### src/sv/hsfr_pkg.sv
package hsfr_pkg;

  // Widest frame position that the result port can carry
  localparam int unsigned IdxW = 6;

  // Configuration register indexes (byte address bit 2)
  localparam logic [0:0] REG_HDR_FIRST  = 1'b0;
  localparam logic [0:0] REG_HDR_SECOND = 1'b1;

  localparam logic [7:0] HDR_FIRST_RST  = 8'd170;
  localparam logic [7:0] HDR_SECOND_RST = 8'd85;

  // Byte write into the frame buffer memory
  typedef struct packed {
    logic            en;
    logic            buf_sel;
    logic [IdxW-1:0] idx;
    logic [7:0]      data;
  } hsfr_wr_t;

  // Buffer handed back by the readout side
  typedef struct packed {
    logic en;
    logic buf_sel;
  } hsfr_rel_t;

endpackage

### src/sv/hsfr_front.sv
module hsfr_front #(
  parameter int unsigned FRAME_LEN = 16
) (
  input  logic             clk_i,
  input  logic             rst_ni,
  input  logic             rx_valid_i,
  input  logic [7:0]       rx_byte_i,
  output logic             rx_ready_o,
  input  logic [7:0]       header_first_i,
  input  logic [7:0]       header_second_i,
  output hsfr_pkg::hsfr_wr_t  wr_o,
  output logic             push_o,
  output logic             push_buf_o,
  input  hsfr_pkg::hsfr_rel_t rel_i
);

  localparam int unsigned AW = $clog2(FRAME_LEN);
  localparam logic [AW-1:0] LastPos = AW'(FRAME_LEN - 1);

  logic [AW-1:0] pos_q, pos_d;
  logic [7:0]    sum_q, sum_d;
  logic          wr_sel_q, wr_sel_d;
  logic [1:0]    busy_q, busy_d;
  logic          accept;
  logic          push;

  assign rx_ready_o = !busy_q[wr_sel_q];
  assign accept     = rx_valid_i && rx_ready_o;

  // Classify the byte by its position and track the running sum
  always_comb begin
    pos_d = pos_q;
    sum_d = sum_q;
    push  = 1'b0;
    if (accept) begin
      if (pos_q == '0) begin
        pos_d = (rx_byte_i == header_first_i) ? AW'(1) : '0;
        sum_d = (rx_byte_i == header_first_i) ? rx_byte_i : 8'd0;
      end else if (pos_q == AW'(1) && LastPos != AW'(1)) begin
        pos_d = (rx_byte_i == header_second_i) ? AW'(2) : '0;
        sum_d = (rx_byte_i == header_second_i) ? sum_q + rx_byte_i : 8'd0;
      end else if (pos_q < LastPos) begin
        pos_d = pos_q + AW'(1);
        sum_d = sum_q + rx_byte_i;
      end else begin
        // checksum byte: hand the buffer on when it matches, restart anyway
        push  = (pos_q == LastPos) && (rx_byte_i == sum_q);
        pos_d = '0;
        sum_d = 8'd0;
      end
    end
  end

  always_comb begin
    wr_sel_d = push ? !wr_sel_q : wr_sel_q;
    busy_d   = busy_q;
    if (rel_i.en) begin
      busy_d[rel_i.buf_sel] = 1'b0;
    end
    if (push) begin
      busy_d[wr_sel_q] = 1'b1;
    end
  end

  always_ff @(posedge clk_i or negedge rst_ni) begin
    if (!rst_ni) begin
      pos_q    <= '0;
      sum_q    <= 8'd0;
      wr_sel_q <= 1'b0;
      busy_q   <= 2'b00;
    end else begin
      pos_q    <= pos_d;
      sum_q    <= sum_d;
      wr_sel_q <= wr_sel_d;
      busy_q   <= busy_d;
    end
  end

  assign wr_o.en      = accept;
  assign wr_o.buf_sel = wr_sel_q;
  assign wr_o.idx     = hsfr_pkg::IdxW'(pos_q);
  assign wr_o.data    = rx_byte_i;
  assign push_o       = push;
  assign push_buf_o   = wr_sel_q;

  // a completed frame never lands in a buffer still owned by readout
  assert property (@(posedge clk_i) disable iff (!rst_ni)
    push |=> busy_q[$past(wr_sel_q)] && (wr_sel_q != $past(wr_sel_q)))
    else $error("frame handoff did not claim its buffer");

endmodule

### src/sv/hsfr_queue.sv
module hsfr_queue (
  input  logic clk_i,
  input  logic rst_ni,
  input  logic push_i,
  input  logic push_data_i,
  input  logic pop_i,
  output logic pop_data_o,
  output logic empty_o
);

  logic [1:0] ent_q;
  logic       rd_ptr_q;
  logic       wr_ptr_q;
  logic [1:0] cnt_q;

  always_ff @(posedge clk_i) begin
    if (push_i) begin
      ent_q[wr_ptr_q] <= push_data_i;
    end
  end

  always_ff @(posedge clk_i or negedge rst_ni) begin
    if (!rst_ni) begin
      rd_ptr_q <= 1'b0;
      wr_ptr_q <= 1'b0;
      cnt_q    <= 2'd0;
    end else begin
      if (push_i) begin
        wr_ptr_q <= !wr_ptr_q;
      end
      if (pop_i) begin
        rd_ptr_q <= !rd_ptr_q;
      end
      cnt_q <= cnt_q + 2'(push_i) - 2'(pop_i);
    end
  end

  assign pop_data_o = ent_q[rd_ptr_q];
  assign empty_o    = (cnt_q == 2'd0);

  assert property (@(posedge clk_i) disable iff (!rst_ni)
    push_i |-> cnt_q != 2'd2)
    else $error("frame queue overflow");

  assert property (@(posedge clk_i) disable iff (!rst_ni)
    pop_i |-> cnt_q != 2'd0)
    else $error("frame queue underflow");

endmodule

### src/sv/hsfr_back.sv
module hsfr_back #(
  parameter int unsigned FRAME_LEN = 16
) (
  input  logic                clk_i,
  input  logic                rst_ni,
  input  hsfr_pkg::hsfr_wr_t  wr_i,
  input  logic                tok_valid_i,
  input  logic                tok_i,
  output logic                pop_o,
  output hsfr_pkg::hsfr_rel_t rel_o,
  output logic                out_valid_o,
  input  logic                out_ready_i,
  output logic [7:0]          frame_byte_o,
  output logic [5:0]          byte_index_o,
  output logic                last_o
);

  localparam int unsigned AW = $clog2(FRAME_LEN);
  localparam int unsigned MemDepth = 2 ** (AW + 1);
  localparam logic [AW-1:0] LastPos = AW'(FRAME_LEN - 1);

  logic [7:0]    frame_mem_q [MemDepth];
  logic          active_q, active_d;
  logic          buf_q, buf_d;
  logic [AW-1:0] rd_idx_q, rd_idx_d;
  logic          out_valid_q, out_valid_d;
  logic [7:0]    out_byte_q;
  logic [AW-1:0] out_idx_q;
  logic          out_last_q;
  logic          issue;
  logic          rd_last;

  assign issue   = active_q && (!out_valid_q || out_ready_i);
  assign rd_last = (rd_idx_q == LastPos);
  assign pop_o   = !active_q && tok_valid_i;

  always_comb begin
    active_d    = active_q;
    buf_d       = buf_q;
    rd_idx_d    = rd_idx_q;
    out_valid_d = out_valid_q;
    if (out_ready_i) begin
      out_valid_d = 1'b0;
    end
    if (pop_o) begin
      active_d = 1'b1;
      buf_d    = tok_i;
      rd_idx_d = '0;
    end
    if (issue) begin
      out_valid_d = 1'b1;
      rd_idx_d    = rd_idx_q + AW'(1);
      if (rd_last) begin
        active_d = 1'b0;
      end
    end
  end

  // Write from the front, read straight into the output register
  always_ff @(posedge clk_i) begin
    if (wr_i.en) begin
      frame_mem_q[{wr_i.buf_sel, wr_i.idx[AW-1:0]}] <= wr_i.data;
    end
    if (issue) begin
      out_byte_q <= frame_mem_q[{buf_q, rd_idx_q}];
      out_idx_q  <= rd_idx_q;
      out_last_q <= rd_last;
    end
  end

  always_ff @(posedge clk_i or negedge rst_ni) begin
    if (!rst_ni) begin
      active_q    <= 1'b0;
      buf_q       <= 1'b0;
      rd_idx_q    <= '0;
      out_valid_q <= 1'b0;
    end else begin
      active_q    <= active_d;
      buf_q       <= buf_d;
      rd_idx_q    <= rd_idx_d;
      out_valid_q <= out_valid_d;
    end
  end

  assign rel_o.en      = issue && rd_last;
  assign rel_o.buf_sel = buf_q;
  assign out_valid_o   = out_valid_q;
  assign frame_byte_o  = out_byte_q;
  assign byte_index_o  = 6'(out_idx_q);
  assign last_o        = out_last_q;

  assert property (@(posedge clk_i) disable iff (!rst_ni)
    issue |-> rd_idx_q <= LastPos)
    else $error("readout index ran past the frame");

endmodule

### src/sv/header_sum_frame_receiver.sv
// Fixed-length frame receiver: takes one received byte per request, checks
// bytes 0 and 1 against header_first/header_second, and checks the final byte
// of a FRAME_LEN-byte frame against the 8-bit sum of all earlier bytes. A good
// frame is sent out as FRAME_LEN results (frame_byte, byte_index, last); a
// header or checksum mismatch drops the partial frame silently, and the
// failing byte is not retried as a new header. Bytes are taken one per cycle
// while a frame buffer is free; the store holds two frames, so input stalls
// only when two validated frames are still waiting to go out. A frame's buffer
// number passes through the frame queue and the readout start before its first
// byte is registered at the output; readout then runs at one result per cycle
// while the output is not held back, with a gap in the output between frames
// that are read out back to back. The headers are written over an APB-style
// port (header_first at byte address 0, header_second at 4); the user must
// write them only while the block is idle, which the block itself does not
// enforce. No clearing pass follows reset.
module header_sum_frame_receiver #(
  parameter int unsigned FRAME_LEN = 16
) (
  input  logic        clk_i,
  input  logic        rst_ni,
  // Received byte requests
  input  logic        rx_valid_i,
  output logic        rx_ready_o,
  input  logic [7:0]  rx_byte_i,
  // Validated frame bytes
  output logic        out_valid_o,
  input  logic        out_ready_i,
  output logic [7:0]  frame_byte_o,
  output logic [5:0]  byte_index_o,
  output logic        last_o,
  // Configuration
  input  logic        psel,
  input  logic        penable,
  input  logic        pwrite,
  input  logic [2:0]  paddr,
  input  logic [31:0] pwdata,
  output logic [31:0] prdata,
  output logic        pready
);

  logic [7:0] hdr_first_q;
  logic [7:0] hdr_second_q;
  logic       cfg_wr;

  hsfr_pkg::hsfr_wr_t  wr;
  hsfr_pkg::hsfr_rel_t rel;
  logic push;
  logic push_buf;
  logic pop;
  logic tok;
  logic q_empty;

  // Register file: always ready, write on the access phase
  assign pready = 1'b1;
  assign cfg_wr = psel && penable && pwrite;

  always_ff @(posedge clk_i or negedge rst_ni) begin
    if (!rst_ni) begin
      hdr_first_q  <= hsfr_pkg::HDR_FIRST_RST;
      hdr_second_q <= hsfr_pkg::HDR_SECOND_RST;
    end else if (cfg_wr) begin
      if (paddr[2:2] == hsfr_pkg::REG_HDR_FIRST) begin
        hdr_first_q <= pwdata[7:0];
      end else begin
        hdr_second_q <= pwdata[7:0];
      end
    end
  end

  always_comb begin
    if (paddr[2:2] == hsfr_pkg::REG_HDR_SECOND) begin
      prdata = {24'd0, hdr_second_q};
    end else begin
      prdata = {24'd0, hdr_first_q};
    end
  end

  // Front: position tracking, header and checksum checks, buffer writes
  hsfr_front #(
    .FRAME_LEN (FRAME_LEN)
  ) u_front (
    .clk_i           (clk_i),
    .rst_ni          (rst_ni),
    .rx_valid_i      (rx_valid_i),
    .rx_byte_i       (rx_byte_i),
    .rx_ready_o      (rx_ready_o),
    .header_first_i  (hdr_first_q),
    .header_second_i (hdr_second_q),
    .wr_o            (wr),
    .push_o          (push),
    .push_buf_o      (push_buf),
    .rel_i           (rel)
  );

  // Queue of validated frames (buffer numbers) awaiting readout
  hsfr_queue u_queue (
    .clk_i       (clk_i),
    .rst_ni      (rst_ni),
    .push_i      (push),
    .push_data_i (push_buf),
    .pop_i       (pop),
    .pop_data_o  (tok),
    .empty_o     (q_empty)
  );

  // Back: frame buffer memory and byte-by-byte readout
  hsfr_back #(
    .FRAME_LEN (FRAME_LEN)
  ) u_back (
    .clk_i        (clk_i),
    .rst_ni       (rst_ni),
    .wr_i         (wr),
    .tok_valid_i  (!q_empty),
    .tok_i        (tok),
    .pop_o        (pop),
    .rel_o        (rel),
    .out_valid_o  (out_valid_o),
    .out_ready_i  (out_ready_i),
    .frame_byte_o (frame_byte_o),
    .byte_index_o (byte_index_o),
    .last_o       (last_o)
  );

endmodule

### config.mk
export PLATFORM = sky130hd
export DESIGN_NAME = header_sum_frame_receiver
export DESIGN_NICKNAME = d
export VERILOG_FILES = /design/src/sv/hsfr_pkg.sv /design/src/sv/hsfr_front.sv /design/src/sv/hsfr_queue.sv /design/src/sv/hsfr_back.sv /design/src/sv/header_sum_frame_receiver.sv
export SDC_FILE = /design/constraint.sdc
export NUM_CORES = 1
export LEC_CHECK = 0
export ABC_AREA = 1
export BUFFER_PORTS_ARGS = -buffer_cell sky130_fd_sc_hd__buf_2
export CAP_MARGIN = 25
export CORE_UTILIZATION = 60
export CTS_CLUSTER_SIZE = 28
export DETAILED_ROUTE_END_ITERATION = 10
export PLACE_DENSITY = 0.84
export SLEW_MARGIN = 0
export SYNTH_ARGS = -nofsm -noshare
export SYNTH_HDL_FRONTEND = slang
export SYNTH_HIERARCHICAL = 1
export SYNTH_SLANG_ARGS = --single-unit
### constraint.sdc
create_clock -name clk_i -period 3 [get_ports clk_i]
set_clock_uncertainty 0.2 [all_clocks]
set_input_delay 0.6 -clock clk_i [delete_from_list [all_inputs] [get_ports clk_i]]
set_output_delay 0.6 -clock clk_i [all_outputs]
set_load 0.01 [all_outputs]
==> qor.yml <==
power_and_ir_drop:
  power.density_nw_per_um2: 840
  leakagePower_nw: 6.45
  power_mw: 13.1
  vdd_drop_max_mv: 0.457
layout:
  insertedDiodeCount: 0
  drive_gt1_frac: 0.123
  syn2layout_area_growth_pct: 11.5
  final_cell_mix: "nand2_1, edfxtp_1, nand3_1, inv_1, buf_4"
  final_nets: 1483
  fillers: 1575
  fin_util: 0.685
  layout_commonest_cell: "nand2_1"
route:
  viasPerCell: 5.56
  routed-via-count: 9771
  drt_iter0_drc: 927
  wirelength_mm: 30.6
  drt-pass1-iter-count: 7
  drtAntennaViolNets: 0
  avgRoutedWirePerCell_um: 17.4
  drc_errors: 0
sta:
  slew_headroom: 0.496
  hold_violations: 0
  period_share: 0.854
  slew_violations: 0
  rsz0062_at_grt: "no"
  finalCriticalPeriod_ps: 2560
  max_freq_ghz: 0.390
  setup_viol: 0
  fin_tns_setup_ps: 0
  tightest_slew_ps: 755
critical_path:
  arrival_ps: 2630
  reg2reg_depth: 7
  crit_type: "reg2reg"
  slowest_delay_ps: 570
  critPathLaunch: "u_front/push_buf_o"
  worstPathMaxFanout: 13
  worstPathCellList: "inv_2 > nand2_2 > nand2_4 > nor2_8 > nand3_1 > nor2_1 > buf_4"
  critPathSlowestCell: "dfrtp_1"
  r2r_start: "u_front/push_buf_o"
  end_kind: "flip-flop"
  critPathLaunchType: "flip-flop"
  cp.required_ps: 3060
floorplanning:
  ios: 100
  dieArea_um2: 23900
  fp.dieH_um: 155
  core.rowCount: 55
  initial_core_util: 0.614
  core_area_um2: 22800
  die_w_um: 155
clock_network:
  root_buffer: "clkbuf_16"
  cts_tree: "yes"
  cts_made_buffers: 30
  path_clk_slew_ps: 60
  clock_path_buffers: 3
  cts.sinks: 313
  cts_setup_buffers: 0
  ctsHtreeMaxLevel: 1
  clk_latency_ps: 550
min_path:
  hp-class: "in2reg"
  hold_depth: 3
  hp-start: "pwdata[5]"
status:
  status: "complete, no violations"
flow_run:
  max_cap_violations: 0
logic_synthesis:
  syn_area_um2: 14000
  yosys_warnings: 6
  syn_avg_cell_area_um2: 10.3
  synthCells: 1354
placement:
  io_buffers: 46
  place.gp.congestion: 0.839
  hpwl_mm: 18.8
global_route:
  grt_overflow_total: 0
  grt_pass1_vias: 9484
  grt_antenna_before_repair: 0
  grt_use_total: 0.264
  grt_pass1_wl_mm: 48.7
  grt_max_degree: 74
==> per-layer routing <==
metal / vias to the layer above / routed length [µm] / part of all wire / GRT usage
met1: 4552 / 12200 / 0.40 / 0.356
met4: 0 / 929 / 0.030 / 0.110
met3: 78 / 2910 / 0.095 / 0.0440
met5: - / 0 / 0 / 0
met2: 515 / 14600 / 0.48 / 0.429
li1: 4626 / - / - / -
==> registers in the layout, indices dropped and copies added (netlist names), 4 cells and up <==
register / cells
u_front/sum_q: 8
u_back/frame_mem_q: 256
u_back/frame_byte_o: 8
hdr_first_q: 8
u_front/pos_q: 4
hdr_second_q: 8
u_back/rd_idx_q: 4
u_back/out_idx_q: 4
==> final cells by class <==
| class | instances | area, µm² | area share |
|---|---|---|---|
| repair buffers | 104 | 718 | 0.0460 |
| clock buffers | 37 | 798 | 0.0512 |
| well taps | 313 | 392 | 0.0251 |
| multi-input cells | 902 | 4040 | 0.259 |
| clock inverters | 19 | 193 | 0.0123 |
| inverters | 68 | 256 | 0.0164 |
| flip-flops and latches | 313 | 9200 | 0.590 |
==> critical path, delay by kind of cell, from the launching register on <==
| kind | cells | cell delay [ps] |
|---|---|---|
| AND/OR/NAND/NOR | 5 | 1190 |
| buffers and inverters | 2 | 310 |
| flip-flops | 1 | 570 |
==> path summary, 6_finish.rpt <==
kind | end | slack (ps)
worst max register to register | u_back/frame_mem_q[27][1] | 440
worst min-delay path | hdr_first_q[5] | 80
min in group asynchronous | u_back/rd_idx_q[0] | 320
worst min register to register | hdr_second_q[6] | 280
max in group asynchronous | hdr_first_q[3] | 1540
worst max-delay path | u_back/frame_mem_q[27][1] | 440
==> where the power goes <==
part	total, mW	leakage, nW	switching, mW	internal (mW)
sequential	5.31	2.98	0.237	5.08
clock	3.76	0.479	1.54	2.22
combinational	4.04	2.99	2.79	1.25
total	13.1	6.45	4.56	8.55
==> stage by stage <==
stage,worst slack [ps],hold WS (ps),cell area (µm²),std cells
after floorplan,652,104,14100,1378
after global placement,332,274,14600,1699
after detailed placement,274,274,14600,1699
after CTS,508,54.5,15600,1756
after global routing,378,67.8,15600,1756
final,437,77.6,15600,1756
==> what timing repair did <==
| item | CTS | global route |
|---|---|---|
| endpoints found under the hold margin | 16 | 0 |
| gates resized for setup | 0 | 0 |
| endpoints found under the setup margin | 0 | 0 |
| hold buffers | 1 | 0 |
Note: power is estimated with default switching activity, not from simulation.
